**config.mk**
```make
export PLATFORM = sky130hd
export DESIGN_NAME = lpht_ctrl
export DESIGN_NICKNAME = d
export VERILOG_FILES = /design/src/hdl/lpht_pkg.sv /design/src/hdl/lpht_ctrl.sv
export SDC_FILE = /design/constraint.sdc
export NUM_CORES = 1
export LEC_CHECK = 0
export ABC_AREA = 1
export ABC_CLOCK_PERIOD_IN_PS = 1130
export BUFFER_PORTS_ARGS = -buffer_cell sky130_fd_sc_hd__buf_2
export CAP_MARGIN = 20
export CORE_AREA = 4 4 41 43
export DETAILED_ROUTE_END_ITERATION = 7
export DIE_AREA = 0 0 45 47
export PLACE_DENSITY = 0.65
export SYNTH_ARGS = -nofsm -noshare
export SYNTH_HDL_FRONTEND = slang
export SYNTH_SLANG_ARGS = --single-unit
export TNS_END_PERCENT = 50
```
**constraint.sdc**
```tcl
create_clock -name aclk -period 1.13 [get_ports aclk]
set_input_delay 0.2825 -clock aclk [delete_from_list [all_inputs] [get_ports aclk]]
set_output_delay 0.2825 -clock aclk [all_outputs]
set_load 0.1 [all_outputs]
```
**src/hdl/lpht_pkg.sv**
```systemverilog
// Shared types, codes and command/status bundles for the linear probe hash table.
package lpht_pkg;

    localparam int DEF_SLOTS      = 1024;
    localparam int DEF_KEY_BITS   = 32;
    localparam int DEF_VALUE_BITS = 32;

    localparam int LOAD_NUM = 8;
    localparam int LOAD_DEN = 10;

    localparam int CFG_IDX_BITS = 2;
    localparam logic [CFG_IDX_BITS-1:0] REG_SLOTS       = 2'd0;
    localparam logic [CFG_IDX_BITS-1:0] REG_EMPTY_KEY   = 2'd1;
    localparam logic [CFG_IDX_BITS-1:0] REG_EMPTY_VALUE = 2'd2;

    localparam int OP_BITS = 2;
    localparam logic [OP_BITS-1:0] OP_INSERT  = 2'd1;
    localparam logic [OP_BITS-1:0] OP_REPLACE = 2'd2;

    localparam int STATUS_BITS = 3;

    typedef enum logic [STATUS_BITS-1:0] {
        ST_HIT       = 3'd0,
        ST_MISS      = 3'd1,
        ST_INSERTED  = 3'd2,
        ST_EXISTED   = 3'd3,
        ST_FULL      = 3'd4,
        ST_EMPTY_KEY = 3'd5
    } status_t;

    typedef enum logic [1:0] {
        VS_EMPTY = 2'd0,
        VS_READ  = 2'd1,
        VS_NEW   = 2'd2
    } vsel_t;

    typedef struct packed {
        logic    clr_step;
        logic    load;
        logic    div_step;
        logic    probe_start;
        logic    adv;
        logic    wr;
        logic    cnt_inc;
        logic    res_load;
        status_t res_status;
        vsel_t   res_vsel;
        logic    res_slot_zero;
        logic    out_load;
    } cmd_t;

    typedef struct packed {
        logic clr_done;
        logic div_done;
        logic ek_refuse;
        logic is_lookup;
        logic is_replace;
        logic hit;
        logic free;
        logic exhausted;
        logic full;
        logic out_free;
    } stat_t;

endpackage

```
**src/hdl/lpht_ctrl.sv**
```systemverilog
// Sequencer: clearing pass, divide, probe walk and result hand-off.
module lpht_ctrl (
    input  logic             aclk,
    input  logic             aresetn,
    input  logic             s_tvalid,
    output logic             s_tready,
    input  lpht_pkg::stat_t  stat,
    output lpht_pkg::cmd_t   cmd
);

    typedef enum logic [2:0] {
        S_CLEAR, S_IDLE, S_DIV, S_READ, S_CHECK, S_FIN
    } state_t;

    state_t state_reg, state_next;

    always_ff @(posedge aclk) begin
        if (!aresetn) begin
            state_reg <= S_CLEAR;
        end else begin
            state_reg <= state_next;
        end
    end

    assign s_tready = (state_reg == S_IDLE);

    always_comb begin
        cmd        = '0;
        cmd.res_status = lpht_pkg::ST_MISS;
        cmd.res_vsel   = lpht_pkg::VS_EMPTY;
        state_next = state_reg;
        case (state_reg)
            S_CLEAR: begin
                if (stat.clr_done) begin
                    state_next = S_IDLE;
                end else begin
                    cmd.clr_step = 1'b1;
                end
            end
            S_IDLE: begin
                if (s_tvalid) begin
                    cmd.load   = 1'b1;
                    state_next = S_DIV;
                end
            end
            S_DIV: begin
                if (stat.ek_refuse) begin
                    cmd.res_load      = 1'b1;
                    cmd.res_status    = lpht_pkg::ST_EMPTY_KEY;
                    cmd.res_slot_zero = 1'b1;
                    state_next        = S_FIN;
                end else if (stat.div_done) begin
                    cmd.probe_start = 1'b1;
                    state_next      = S_READ;
                end else begin
                    cmd.div_step = 1'b1;
                end
            end
            S_READ: begin
                state_next = S_CHECK;
            end
            S_CHECK: begin
                if (stat.hit) begin
                    cmd.res_load = 1'b1;
                    state_next   = S_FIN;
                    if (stat.is_lookup) begin
                        cmd.res_status = lpht_pkg::ST_HIT;
                        cmd.res_vsel   = lpht_pkg::VS_READ;
                    end else if (stat.is_replace) begin
                        cmd.wr         = 1'b1;
                        cmd.res_status = lpht_pkg::ST_EXISTED;
                        cmd.res_vsel   = lpht_pkg::VS_NEW;
                    end else begin
                        cmd.res_status = lpht_pkg::ST_EXISTED;
                        cmd.res_vsel   = lpht_pkg::VS_READ;
                    end
                end else if (stat.free) begin
                    cmd.res_load = 1'b1;
                    state_next   = S_FIN;
                    if (stat.is_lookup) begin
                        cmd.res_status = lpht_pkg::ST_MISS;
                    end else if (stat.full) begin
                        cmd.res_status    = lpht_pkg::ST_FULL;
                        cmd.res_slot_zero = 1'b1;
                    end else begin
                        cmd.wr         = 1'b1;
                        cmd.cnt_inc    = 1'b1;
                        cmd.res_status = lpht_pkg::ST_INSERTED;
                    end
                end else if (stat.exhausted) begin
                    cmd.res_load      = 1'b1;
                    cmd.res_slot_zero = 1'b1;
                    cmd.res_status    = stat.is_lookup ? lpht_pkg::ST_MISS : lpht_pkg::ST_FULL;
                    state_next        = S_FIN;
                end else begin
                    cmd.adv    = 1'b1;
                    state_next = S_READ;
                end
            end
            S_FIN: begin
                if (stat.out_free) begin
                    cmd.out_load = 1'b1;
                    state_next   = S_IDLE;
                end
            end
            default: begin
                state_next = S_IDLE;
            end
        endcase
    end

endmodule

```
==> metrics.txt <==
utilization after layout 90.8%; clock sink count 3; Mapped Area 362 um^2; effective utilization at floorplan 27.8%; transition at the pin with the smallest max-transition slack 297 ps; Yosys Warn Count 0; setup violation total in the final timing report 19; die outline width about 45 um; number of global-route vias before repair 721; list of most frequent post-synthesis cells nand2_1 (15), nor2_1 (12), inv_1 (11), nand3_1 (7); WL met2 1150 um; met1 wire length ~680 um; biggest fanout along the worst timing path 4; setup TNS -7510 ps; cell type with the highest aggregate area in the netlist dfxtp_1; mux cell area share after synthesis 0%; cell-by-cell listing of the critical path nor2_4 > nand2_4 > inv_4 > nand4_1 > o21ai_4 > buf_12; GRT Residual Overflow 0; highest routing layer actually used met4; setup skew after layout 0.896 ps; area taken by multi-input logic gates 432 um^2; length of routed met3 wiring 136 um; main combinational cell family by area after synthesis simple AND/OR/NAND/NOR gates; number of flip-flops in the largest register 3; post-route ant nets 0; number of nets in the finished design 139; area of the die 2120 um^2; share of the cycle needed by the critical path after routing 152%; worst flop-to-flop path startpoint state_reg[1]; syn_nets 83; number of register bits inferred by synthesis 3; leading cell type by number of instances after synthesis nand2_1; data arrival at the endpoint of the critical path about 1400 ps; worst setup slack after layout -585 ps; gate count after technology mapping 70; Synth Area in Simple Gates between 50 and 60%; Via density about 5.0; result of the run finished, violations left; insertion delay to the later sink of the worst-skew pair 240 ps; number of antenna cells inserted 0; synthesized-area fraction occupied by adder cells 0%; TritonCTS clock tree built; net switching share of the total power 56.2%; critical path type reg -> out; most used flip-flop cell after synthesis dfxtp_1; H-tree depth 1; Power Density 2220 nW/um^2; maximum number of pins on one net before global-route repair 5; clock buffer count from CTS 3; antenna violations before repair 0; FILL cells 60; proportion of register bits with asynchronous set or reset after synthesis 0%; startpoint of the most critical hold path aresetn; clock input transition at the sequential cells of the worst setup and hold paths 40 ps; part of the total power dissipated in the clock network 7.5%; detailed-route wire length per cell about 15 um; failing checks setup timing; total global-route track usage between 20 and 25%; Hold WC Path Type in -> reg; peak supply drop ~1.2 mV; Routability Congestion 0.726; compound-cell area share of the yosys netlist 10.0%; die extent in y between 40 and 50 um; wire length of the first global-routing pass ~3000 um; post-synth top area share between 10% and 20%; post-detailed-routing wire length 2050 um; worst slew slack as a fraction of its limit about four fifths; total of hold buffers inserted after clock tree synthesis 0; share of cells above drive strength 1 76.8%; nature of the critical path endpoint output port; Post-synth EDFFs 0; HPWL reported at the end of detailed placement about 1400 um; f_max 0.583 GHz; std cell rows 13; clock tree root driver cell clkbuf_4; Max Transition Viols Final 0; register area share after synthesis 16.6%; per-instance average area after synthesis about 5.2 um^2; Static Leakage 0.569 nW; hold path cells 2; sequential cell fraction of total power 8.9%; final cell area excluding filler cells 1180 um^2; final hold violation count 0; final critical path time including I/O delays and setup 1720 ps; DRT iter0 DRCs 9; growth of design area from synthesis to finish 227%; worst-case clock buffer depth 2; number of placed I/O pins 29; vias 700; number of DRC violations after detailed routing 0; register area 68.8 um^2; critical path's largest stage delay 340 ps; switching power between 1 and 1.5 mW; internal power consumption 1.15 mW; distinct cell type count of the synthesized netlist 16; cell type of the slowest stage on the worst timing path dfxtp_2; endpoint of the most critical register-to-register path state_reg[1]; cell area after placement 1010 um^2; xor-xnor portion of the synthesized cell area 0%; Crit path required time 850 ps; Worst Hold Path EP state_reg[2]; depth of the most critical reg-to-reg path 8; power share of the combinational group 83.6%; core outline area ~1300 um^2; ranking of synthesized cells by area dfxtp_1 (17%), nand2_1 (16%), nor2_1 (12%); number of port buffers 28; first drt pass iteration count 4; Worst R2R Setup Slack -240 ps; unrepaired setup endpoints after global routing yes; max-capacitance violation count 0; CP Launch Type register
how the worst max path moves through the flow:
stage,slack (ps),start,endpoint
after floorplan,-990,stat[4],cmd[4]
after global routing,-660,state_reg[0],cmd[1]
after CTS,-530,state_reg[1],cmd[6]
after global placement,-270,stat[6],cmd[6]
after detailed placement,-340,stat[6],cmd[6]
final,-590,state_reg[1],cmd[6]
per-layer routing:
layer  track usage, %  vias up
li1                 -      333
met1             16.1      325
met2             42.9       36
met3             6.90        6
met4             9.36        0
met5                0        -
area by class of cell:
cell class,instances,share of cell area [%]
Tap cell,15,1.59
Sequential cell,3,5.83
Multi-Input combinational cell,52,36.5
Clock buffer,4,2.22
Inverter,15,5.40
Timing Repair Buffer,51,48.4
placed cells by master (no fill, tap or decap):
cell      instances
buf_6             5
nor2_1            6
nor2_2            1
a21oi_2           2
nand2_4           3
inv_6             1
clkbuf_4          3
nand3_1           4
nand2_2           8
nand3_4           3
o21ai_0           1
nand2_1           5
o211ai_1          1
nor2_4            9
dfxtp_4           2
nor3_4            2
inv_1             6
o21ai_4           1
buf_12           16
buf_4            18
inv_2             7
buf_2            12
clkbuf_1          1
dfxtp_2           1
inv_4             1
a21oi_4           1
nand4_1           4
and2_1            1
what timing repair did:
| action | 4_1_cts | 5_1_grt |
|---|---|---|
| hold endpoints to repair | 0 | 0 |
| buffers inserted | 3 | 3 |
| endpoints found under the setup margin | 19 | 19 |
| resized for setup | 18 | 12 |
| pin swaps | 8 | 4 |
cells by family (layout without fill, tap and decap cells):
kind of cell | Yosys count | count (layout)
compound gates | 6 | 6
flops | 3 | 3
buf+inv | 15 | 70
simple gates | 46 | 46
power by group through the flow:
stage,Combinational [mW],Clock [mW],Sequential (mW)
floorplan,1.10,0,0.221
global placement,1.82,0,0.219
detailed placement,1.86,0,0.224
CTS,2.01,0.195,0.231
global route,2.27,0.213,0.237
finish,2.19,0.196,0.235
through the flow:
stage | total power [mW] | hold WS, ps | worst slack [ps] | std cells
floorplan | 1.32 | 410 | -987 | 70
global placement | 2.03 | 519 | -273 | 131
detailed placement | 2.08 | 523 | -338 | 131
CTS | 2.44 | 287 | -525 | 138
global route | 2.72 | 295 | -664 | 140
finish | 2.62 | 299 | -585 | 140
worst max-delay path, delay by kind of cell, from the launching register on:
family,cells,cell delay (ps)
flip-flops,1,340
AND/OR/NAND/NOR,3,390
buffers and inverters,2,260
AO/OA/AOI/OAI,1,200
(Power assumes the default switching activity.)
